### src/sv/ifmt_pkg.sv
`default_nettype none
package ifmt_pkg;

  localparam int VALUE_BITS   = 64;
  localparam int MAX_WIDTH    = 64;
  localparam int DIGIT_BUFFER = 64;
  localparam int PREC_MAX     = 60;
  localparam int OUT_MAX      = 64;

  localparam int NDIG   = (VALUE_BITS + 2) / 3;
  localparam int DIG_W  = 4 * NDIG;
  localparam int LEN_W  = $clog2(DIGIT_BUFFER + 1);
  localparam int CONV_W = $clog2(VALUE_BITS);
  localparam int POS_W  = 8;

  typedef enum logic [1:0] {
    BASE_OCT    = 2'd0,
    BASE_DEC    = 2'd1,
    BASE_HEX_LO = 2'd2,
    BASE_HEX_UP = 2'd3
  } base_t;

  localparam int FL_LEFT  = 0;
  localparam int FL_PLUS  = 1;
  localparam int FL_SPACE = 2;
  localparam int FL_ALT   = 3;
  localparam int FL_ZERO  = 4;
  localparam int FL_GROUP = 5;

  localparam logic [4:0] CODE_COMMA = 5'd16;

  localparam logic [7:0] CH_ZERO    = 8'h30;
  localparam logic [7:0] CH_COMMA   = 8'h2c;
  localparam logic [7:0] CH_MINUS   = 8'h2d;
  localparam logic [7:0] CH_PLUS    = 8'h2b;
  localparam logic [7:0] CH_SPACE   = 8'h20;
  localparam logic [7:0] CH_LOWER_A = 8'h61;
  localparam logic [7:0] CH_UPPER_A = 8'h41;
  localparam logic [7:0] CH_LOWER_X = 8'h78;
  localparam logic [7:0] CH_UPPER_X = 8'h58;

endpackage
`default_nettype wire

### src/sv/integer_to_text_formatter.sv
`default_nettype none
// Renders one integer as printf does for %o, %d, %x and %X, one ASCII character per
// output item, the last character marked by last_char; an item that renders to nothing
// gives no output. The block takes one item at a time and holds in_stall high until the
// last character is in the output register. A decimal item first passes through a
// bit-serial binary-to-BCD shift register; octal and hex skip that step. Then each digit
// or comma is pushed onto the digit stack (S_GEN), then each zero of precision (S_EXT),
// and a closing step also pushes the octal leading zero. Sizing runs in S_PAD and
// S_BOUND, and the characters then go out in order while the output is not stalled.
module integer_to_text_formatter (
  input  logic        clk,
  input  logic        rst,
  input  logic        in_valid,
  output logic        in_stall,
  input  logic [63:0] magnitude,
  input  logic        signed_conv,
  input  logic        is_negative,
  input  logic [1:0]  base_sel,
  input  logic [5:0]  flag_bits,
  input  logic [6:0]  field_width,
  input  logic signed [6:0] min_digits,
  output logic        out_valid,
  input  logic        out_stall,
  output logic [7:0]  char_out,
  output logic        last_char
);
  import ifmt_pkg::*;

  typedef enum logic [2:0] {
    S_IDLE, S_CONV, S_GEN, S_EXT, S_PAD, S_BOUND, S_EMIT
  } state_t;

  state_t               state;
  logic [DIG_W-1:0]     dig;
  logic [VALUE_BITS-1:0] bin;
  logic [CONV_W-1:0]    conv_cnt;
  base_t                base;
  logic                 left_f, zero_f, alt_f, group_f, sign_en, x_en;
  logic [7:0]           sign_ch;
  logic [LEN_W-1:0]     prec;
  logic [6:0]           width_r;
  logic [4:0]           stk [DIGIT_BUFFER];
  logic [LEN_W-1:0]     len;
  logic [1:0]           gcnt;
  logic                 started, comma_done;
  logic [POS_W-1:0]     pad, b_a, b_b, b_c, b_d, b_e, pos;

  logic [VALUE_BITS-1:0] val;
  logic [DIG_W-1:0]     dig_map, dig_adj, oct_pad, hex_pad;
  logic                 plus_a, space_a, zero_a, neg_a;
  logic [7:0]           sign_a;
  logic [LEN_W-1:0]     prec_a;
  logic [6:0]           width_a;
  logic [POS_W-1:0]     sum, e_full;
  logic [7:0]           dig_ch, ch;
  logic                 need_comma, emit_go, emit_fire, is_digit;
  logic [1:0]           grp_last;

  assign val = magnitude[VALUE_BITS-1:0];
  assign in_stall = (state != S_IDLE);

  always_comb begin
    oct_pad = DIG_W'(val);
    hex_pad = DIG_W'(val);
    for (int i = 0; i < NDIG; i++) begin
      if (base_t'(base_sel) == BASE_OCT) begin
        dig_map[4*i +: 4] = {1'b0, oct_pad[3*i +: 3]};
      end else begin
        dig_map[4*i +: 4] = hex_pad[4*i +: 4];
      end
      dig_adj[4*i +: 4] = (dig[4*i +: 4] >= 4'd5) ? dig[4*i +: 4] + 4'd3 : dig[4*i +: 4];
    end
  end

  always_comb begin
    neg_a   = is_negative;
    plus_a  = flag_bits[FL_PLUS];
    space_a = flag_bits[FL_SPACE] & ~plus_a;
    zero_a  = flag_bits[FL_ZERO] & ~flag_bits[FL_LEFT] & min_digits[6];
    sign_a  = 8'd0;
    if (signed_conv) begin
      if (plus_a) begin
        sign_a = neg_a ? CH_MINUS : CH_PLUS;
      end else if (space_a) begin
        sign_a = neg_a ? CH_MINUS : CH_SPACE;
      end else if (neg_a) begin
        sign_a = CH_MINUS;
      end
    end
    if (min_digits[6]) begin
      prec_a = LEN_W'(1);
    end else if (min_digits > 7'(PREC_MAX)) begin
      prec_a = LEN_W'(PREC_MAX);
    end else begin
      prec_a = LEN_W'(min_digits[5:0]);
    end
    width_a = (field_width > 7'(MAX_WIDTH)) ? 7'(MAX_WIDTH) : field_width;
  end

  always_comb begin
    grp_last   = base[1] ? 2'd3 : 2'd2;
    need_comma = group_f && started && (gcnt == 2'd0) && !comma_done;
    sum        = POS_W'(len) + (x_en ? POS_W'(2) : POS_W'(0)) + (sign_en ? POS_W'(1) : POS_W'(0));
    e_full     = b_e + (left_f ? pad : POS_W'(0));
    if (stk[0] == CODE_COMMA) begin
      dig_ch = CH_COMMA;
    end else if (stk[0][3:0] < 4'd10) begin
      dig_ch = CH_ZERO + {4'd0, stk[0][3:0]};
    end else if (base == BASE_HEX_UP) begin
      dig_ch = CH_UPPER_A + {4'd0, stk[0][3:0]} - 8'd10;
    end else begin
      dig_ch = CH_LOWER_A + {4'd0, stk[0][3:0]} - 8'd10;
    end
    is_digit = 1'b0;
    if (pos < b_a) begin
      ch = CH_SPACE;
    end else if (pos < b_b) begin
      ch = sign_ch;
    end else if (pos < b_c) begin
      ch = (pos == b_b) ? CH_ZERO : ((base == BASE_HEX_UP) ? CH_UPPER_X : CH_LOWER_X);
    end else if (pos < b_d) begin
      ch = CH_ZERO;
    end else if (pos < b_e) begin
      ch = dig_ch;
      is_digit = 1'b1;
    end else begin
      ch = CH_SPACE;
    end
    emit_go   = !out_valid || !out_stall;
    emit_fire = (state == S_EMIT) && (e_full != '0) && emit_go;
  end

  always_ff @(posedge clk) begin
    if (rst) begin
      state     <= S_IDLE;
      out_valid <= 1'b0;
    end else begin
      if (emit_fire) begin
        out_valid <= 1'b1;
      end else if (!out_stall) begin
        out_valid <= 1'b0;
      end
      case (state)
        S_IDLE: begin
          if (in_valid) begin
            base       <= base_t'(base_sel);
            left_f     <= flag_bits[FL_LEFT];
            zero_f     <= zero_a;
            alt_f      <= flag_bits[FL_ALT];
            group_f    <= flag_bits[FL_GROUP];
            sign_ch    <= sign_a;
            sign_en    <= (sign_a != 8'd0);
            x_en       <= base_sel[1] & flag_bits[FL_ALT] & (val != '0);
            prec       <= prec_a;
            width_r    <= width_a;
            len        <= '0;
            gcnt       <= 2'd0;
            started    <= 1'b0;
            comma_done <= 1'b0;
            conv_cnt   <= '0;
            bin        <= val;
            if (base_t'(base_sel) == BASE_DEC) begin
              dig   <= '0;
              state <= S_CONV;
            end else begin
              dig   <= dig_map;
              state <= S_GEN;
            end
          end
        end
        S_CONV: begin
          dig      <= {dig_adj[DIG_W-2:0], bin[VALUE_BITS-1]};
          bin      <= bin << 1;
          conv_cnt <= conv_cnt + 1'b1;
          if (conv_cnt == CONV_W'(VALUE_BITS - 1)) begin
            state <= S_GEN;
          end
        end
        S_GEN: begin
          if (dig == '0 || len == LEN_W'(DIGIT_BUFFER)) begin
            state <= S_EXT;
          end else begin
            for (int i = 1; i < DIGIT_BUFFER; i++) begin
              stk[i] <= stk[i-1];
            end
            len <= len + 1'b1;
            if (need_comma) begin
              stk[0]     <= CODE_COMMA;
              comma_done <= 1'b1;
            end else begin
              stk[0]     <= {1'b0, dig[3:0]};
              dig        <= dig >> 4;
              gcnt       <= (gcnt == grp_last) ? 2'd0 : gcnt + 2'd1;
              started    <= 1'b1;
              comma_done <= 1'b0;
            end
          end
        end
        S_EXT: begin
          if (len < prec && len < LEN_W'(DIGIT_BUFFER - 1)) begin
            for (int i = 1; i < DIGIT_BUFFER; i++) begin
              stk[i] <= stk[i-1];
            end
            stk[0] <= 5'd0;
            len    <= len + 1'b1;
          end else begin
            if (alt_f && base == BASE_OCT && (len == '0 || stk[0] != 5'd0) &&
                len < LEN_W'(DIGIT_BUFFER)) begin
              for (int i = 1; i < DIGIT_BUFFER; i++) begin
                stk[i] <= stk[i-1];
              end
              stk[0] <= 5'd0;
              len    <= len + 1'b1;
            end
            state <= S_PAD;
          end
        end
        S_PAD: begin
          pad   <= (POS_W'(width_r) > sum) ? POS_W'(width_r) - sum : POS_W'(0);
          state <= S_BOUND;
        end
        S_BOUND: begin
          b_a   <= (!left_f && !zero_f) ? pad : POS_W'(0);
          b_b   <= ((!left_f && !zero_f) ? pad : POS_W'(0)) + (sign_en ? POS_W'(1) : POS_W'(0));
          b_c   <= ((!left_f && !zero_f) ? pad : POS_W'(0)) + (sign_en ? POS_W'(1) : POS_W'(0))
                   + (x_en ? POS_W'(2) : POS_W'(0));
          b_d   <= ((!left_f && !left_f && !zero_f) ? pad : POS_W'(0))
                   + (sign_en ? POS_W'(1) : POS_W'(0)) + (x_en ? POS_W'(2) : POS_W'(0))
                   + (zero_f ? pad : POS_W'(0));
          b_e   <= pad - (left_f ? pad : POS_W'(0)) + sum;
          pos   <= '0;
          state <= S_EMIT;
        end
        S_EMIT: begin
          if (e_full == '0) begin
            state <= S_IDLE;
          end else if (emit_go) begin
            char_out <= ch;
            pos      <= pos + 1'b1;
            if (is_digit) begin
              for (int i = 0; i < DIGIT_BUFFER - 1; i++) begin
                stk[i] <= stk[i+1];
              end
              stk[DIGIT_BUFFER-1] <= 5'd0;
            end
            if (pos + 1'b1 == ((e_full > POS_W'(OUT_MAX)) ? POS_W'(OUT_MAX) : e_full)) begin
              last_char <= 1'b1;
              state     <= S_IDLE;
            end else begin
              last_char <= 1'b0;
            end
          end
        end
        default: begin
          state <= S_IDLE;
        end
      endcase
    end
  end

endmodule
`default_nettype wire

### config.mk
export PLATFORM = sky130hd
export DESIGN_NAME = integer_to_text_formatter
export DESIGN_NICKNAME = d
export VERILOG_FILES = /design/src/sv/ifmt_pkg.sv /design/src/sv/integer_to_text_formatter.sv
export SDC_FILE = /design/constraint.sdc
export NUM_CORES = 1
export LEC_CHECK = 0
export BUFFER_PORTS_ARGS = -buffer_cell sky130_fd_sc_hd__buf_2
export CAP_MARGIN = 20
export CELL_PAD_IN_SITES_DETAIL_PLACEMENT = 0
export CELL_PAD_IN_SITES_GLOBAL_PLACEMENT = 1
export CORE_MARGIN = 2
export CORE_UTILIZATION = 40
export CTS_BUF_LIST = sky130_fd_sc_hd__clkbuf_4
export DETAILED_ROUTE_END_ITERATION = 7
export PLACE_DENSITY = 0.65
export REMOVE_ABC_BUFFERS = 1
export SYNTH_ARGS = -nofsm -noshare
export SYNTH_HDL_FRONTEND = slang
export SYNTH_SLANG_ARGS = --single-unit
export TNS_END_PERCENT = 30
### constraint.sdc
create_clock -name clk -period 11.2 [get_ports clk]
set_input_delay 1.68 -clock clk [delete_from_list [all_inputs] [get_ports clk]]
set_output_delay 1.68 -clock clk [all_outputs]
set_load 0.02 [all_outputs]
==> out/results.ini <==
[timing]
tightestPinTransition_ns = 1.04
hold_viol = 0
fin_crit_sh_pct = 55.1
finalSetupViolCount = 0
setup_tns_ns = 0
slew_viol_final = 0
rsz0062_at_grt = false
timing.slew.headroom_pct = 30.4
fin_crit_ns = 6.17
max_freq_mhz = 162
finalClockSkew_ns = 0.0889
setup_ws_ns = 5.03

[detailed_routing]
avgRoutedWirePerCell_um = 19.1
drc = 0
ant_nets = 0
vias = 19800
viasPerCell = 5.37
routed_wl_um = 70400
firstDrtPassIters = 5
drtIter0Drc = 1356

[flow_run]
cap_violations = 0

[yosys]
synth_compound_area_share_pct = 8.41
ys_seq_area_share_pct = 56.9
async_flop_share_pct = 0
synth_top_family_by_area = multiplexers
synth_commonest_cells = 577 x edfxtp_1, 279 x nand2_1, 200 x mux2_1
synthSimpleGateAreaFrac_pct = 9.96
synthTopCellsByArea = edfxtp_1 57%, mux2_1 7.4%, ha_1 6.3%, mux2_2 4.1%, nand2_1 3.4%
synth_xor_area_share_pct = 2.57
ys_seq_elements = 581
yosysMostFrequentCell = edfxtp_1
synth_edf_count = 577
synthesis.area_mm2 = 0.0306
synthFlopType = edfxtp_1
synth_cell_types = 70
synthMuxAreaShare_pct = 11.9
synth_fa_ha_area_share_pct = 6.63
synth.largest_area_cell = edfxtp_1
synth_area_per_cell_um2 = 12.8
synthCells = 2398
synth_top_cell_area_share_pct = 56.6
synth_warnings = 0

[final_layout]
fin_area_mm2 = 0.0340
drive_above_1_share_pct = 18.9
syn2layout_area_growth_pct = 11.0
nFillCells = 7107
final_nets = 2838
fin_cells = 3684

[clock_network]
postCtsHoldBufs = 0
clk_pin_slew_ns = 0.06
cts_tree = built
cts_buffers = 164
h-tree-depth = 4
clock_tree.root_cell = clkbuf_4
clk_latency_ns = 1.00
postCtsSetupBuffers = 0
ctsResizeCount = 0
clk_path_buf_depth = 3
cts_sinks = 581

[floorplanning]
floorplan.rows = 101
die-width_um = 281
die_y_um = 281
fp.dieArea_mm2 = 0.0787
ios = 103
core-area_mm2 = 0.0758
initial_core_util_pct = 40.3

[pwr]
pwr-share-clk_pct = 27.9
p_sw_mw = 2.24
pwr-share-seq_pct = 47.4
p_comb_share_pct = 24.7
p_int_mw = 4.61
p_leak_nw = 12.3
swShare_pct = 32.7
irDropWorstVdd_v = 0.0000961
powerDensity_mw_per_mm2 = 202

[status]
status = finished, final reports clean

[global_routing]
grt_pass1_wl_um = 112000
antenna_found_initial = 1
grt_max_degree = 93
grt_pass1_vias = 20300
track_usage_pct = 18.1
gr-total-overflow = 0

[worst_setup_path]
timing.rr.start = left_f$_DFFE_PP_
arrival_ns = 6.88
critPathLaunchType = flip-flop
startpoint = left_f$_DFFE_PP_
endpoint = stk[62][3]$_DFFE_PP_
end_kind = flip-flop
crit_required_ns = 11.91
reg2reg_slack_ns = 5.03
worstRegToRegCells = 14
r2r-end = stk[62][3]$_DFFE_PP_
crit_fanout = 79
path_class = flip-flop to flip-flop

[place]
placement.io_buffers = 101
placed_cells = 3398
dp_hpwl_um = 47200
post-place-ws_ns = 4.96
place_area_mm2 = 0.0319
place_congestion = 0.812

[hold_path]
hp-class = flip-flop to flip-flop

logic make-up after synthesis:
family | after synthesis
simple gates | 636
mux | 324
flops | 581
compound gates | 379
xor+xnor | 88
other cells | 1
fa+ha+maj | 159
buf+inv | 230
state kept, by name, indices dropped and copies added (netlist names), 2 cells and up:
name      cells
conv_cnt      6
gcnt          2
sign_ch       4
char_out      7
prec          6
b_c           7
width_r       7
base          2
dig          88
state         3
bin          64
pos           8
len           7
pad           8
b_a           8
stk         320
b_e           8
b_b           8
b_d           8
worst min path at each step:
stage          cells after the start                 to            startpoint
2_1_floorplan                      2  bin[10]$_DFFE_PP_      bin[9]$_DFFE_PP_
5_1_grt                            2  bin[38]$_DFFE_PP_     bin[37]$_DFFE_PP_
3_5_place_dp                       2  bin[12]$_DFFE_PP_     bin[11]$_DFFE_PP_
3_3_place_gp                       2   bin[1]$_DFFE_PP_  bin[0]$_SDFFCE_PP0P_
6_report                           2  bin[38]$_DFFE_PP_     bin[37]$_DFFE_PP_
4_1_cts                            2  bin[38]$_DFFE_PP_     bin[37]$_DFFE_PP_
layout make-up:
class / count / area (um^2) / area share [%]
Multi-Input combinational cell: 1587 / 12100 / 35.7
Clock buffer: 243 / 1820 / 5.37
Sequential cell: 581 / 17400 / 51.2
Antenna cell: 1 / 2.50 / 0.00737
Inverter: 131 / 492 / 1.45
Clock inverter: 41 / 206 / 0.608
Tap cell: 978 / 1220 / 3.60
Timing Repair Buffer: 122 / 673 / 1.98
critical path, cell delays in order, from the launching register on:
cell,delay [ns]
edfxtp_1,0.65
clkinv_1,0.39
nor2_1,0.20
ha_1,0.28
and2_1,0.17
a221o_1,0.39
o311ai_2,0.36
nor3_2,0.12
a41o_1,0.30
nor3b_2,0.16
buf_4,0.22
and4b_4,0.47
buf_4,0.80
buf_4,0.85
mux2_2,0.42
cell usage in the layout, fill, tap and decap left out, types with 22 or more instances in the layout:
cell type  netlist  layout
nor2b_1         26      26
buf_2            8     102
mux2_2         111     111
o221ai_1        38      38
or3_1           22      22
nand2_1        279     278
a221o_1         28      28
xor2_1          35      35
nand2b_1        34      34
nor4_1          26      26
ha_1           154     154
o21ai_0         67      67
mux2_1         200     200
a22oi_1         58      58
clkbuf_4         0     243
inv_1          129     129
xnor2_1         52      52
edfxtp_1       577     577
a21oi_1        101     101
nor2_1         116     113
clkinv_1         2      24
stage by stage:
step | total power, mW | hold slack (ns) | util (%)
2_1_floorplan | 4.46 | 0.484 | -
3_3_place_gp | 4.93 | 0.487 | 42.1
3_5_place_dp | 5.00 | 0.497 | 42.1
4_1_cts | 6.95 | 0.478 | 44.8
5_1_grt | 7.32 | 0.499 | 44.8
6_report | 6.85 | 0.485 | 44.8
per-layer routing:
metal,GRT usage (%),vias up,part of all wire [%]
li1,-,9426,-
met1,24.1,9672,46
met2,28.2,545,46
met3,4.29,143,5.4
met4,7.77,0,3.2
met5,0,-,0
power groups by stage:
stage	Clock, mW	Combinational (mW)	Sequential [mW]
2_1_floorplan	0	1.24	3.22
3_3_place_gp	0	1.66	3.28
3_5_place_dp	0	1.71	3.29
4_1_cts	1.99	1.71	3.25
5_1_grt	2.11	1.92	3.30
6_report	1.91	1.69	3.24
No activity file was read; power rests on OpenSTA's default activity.
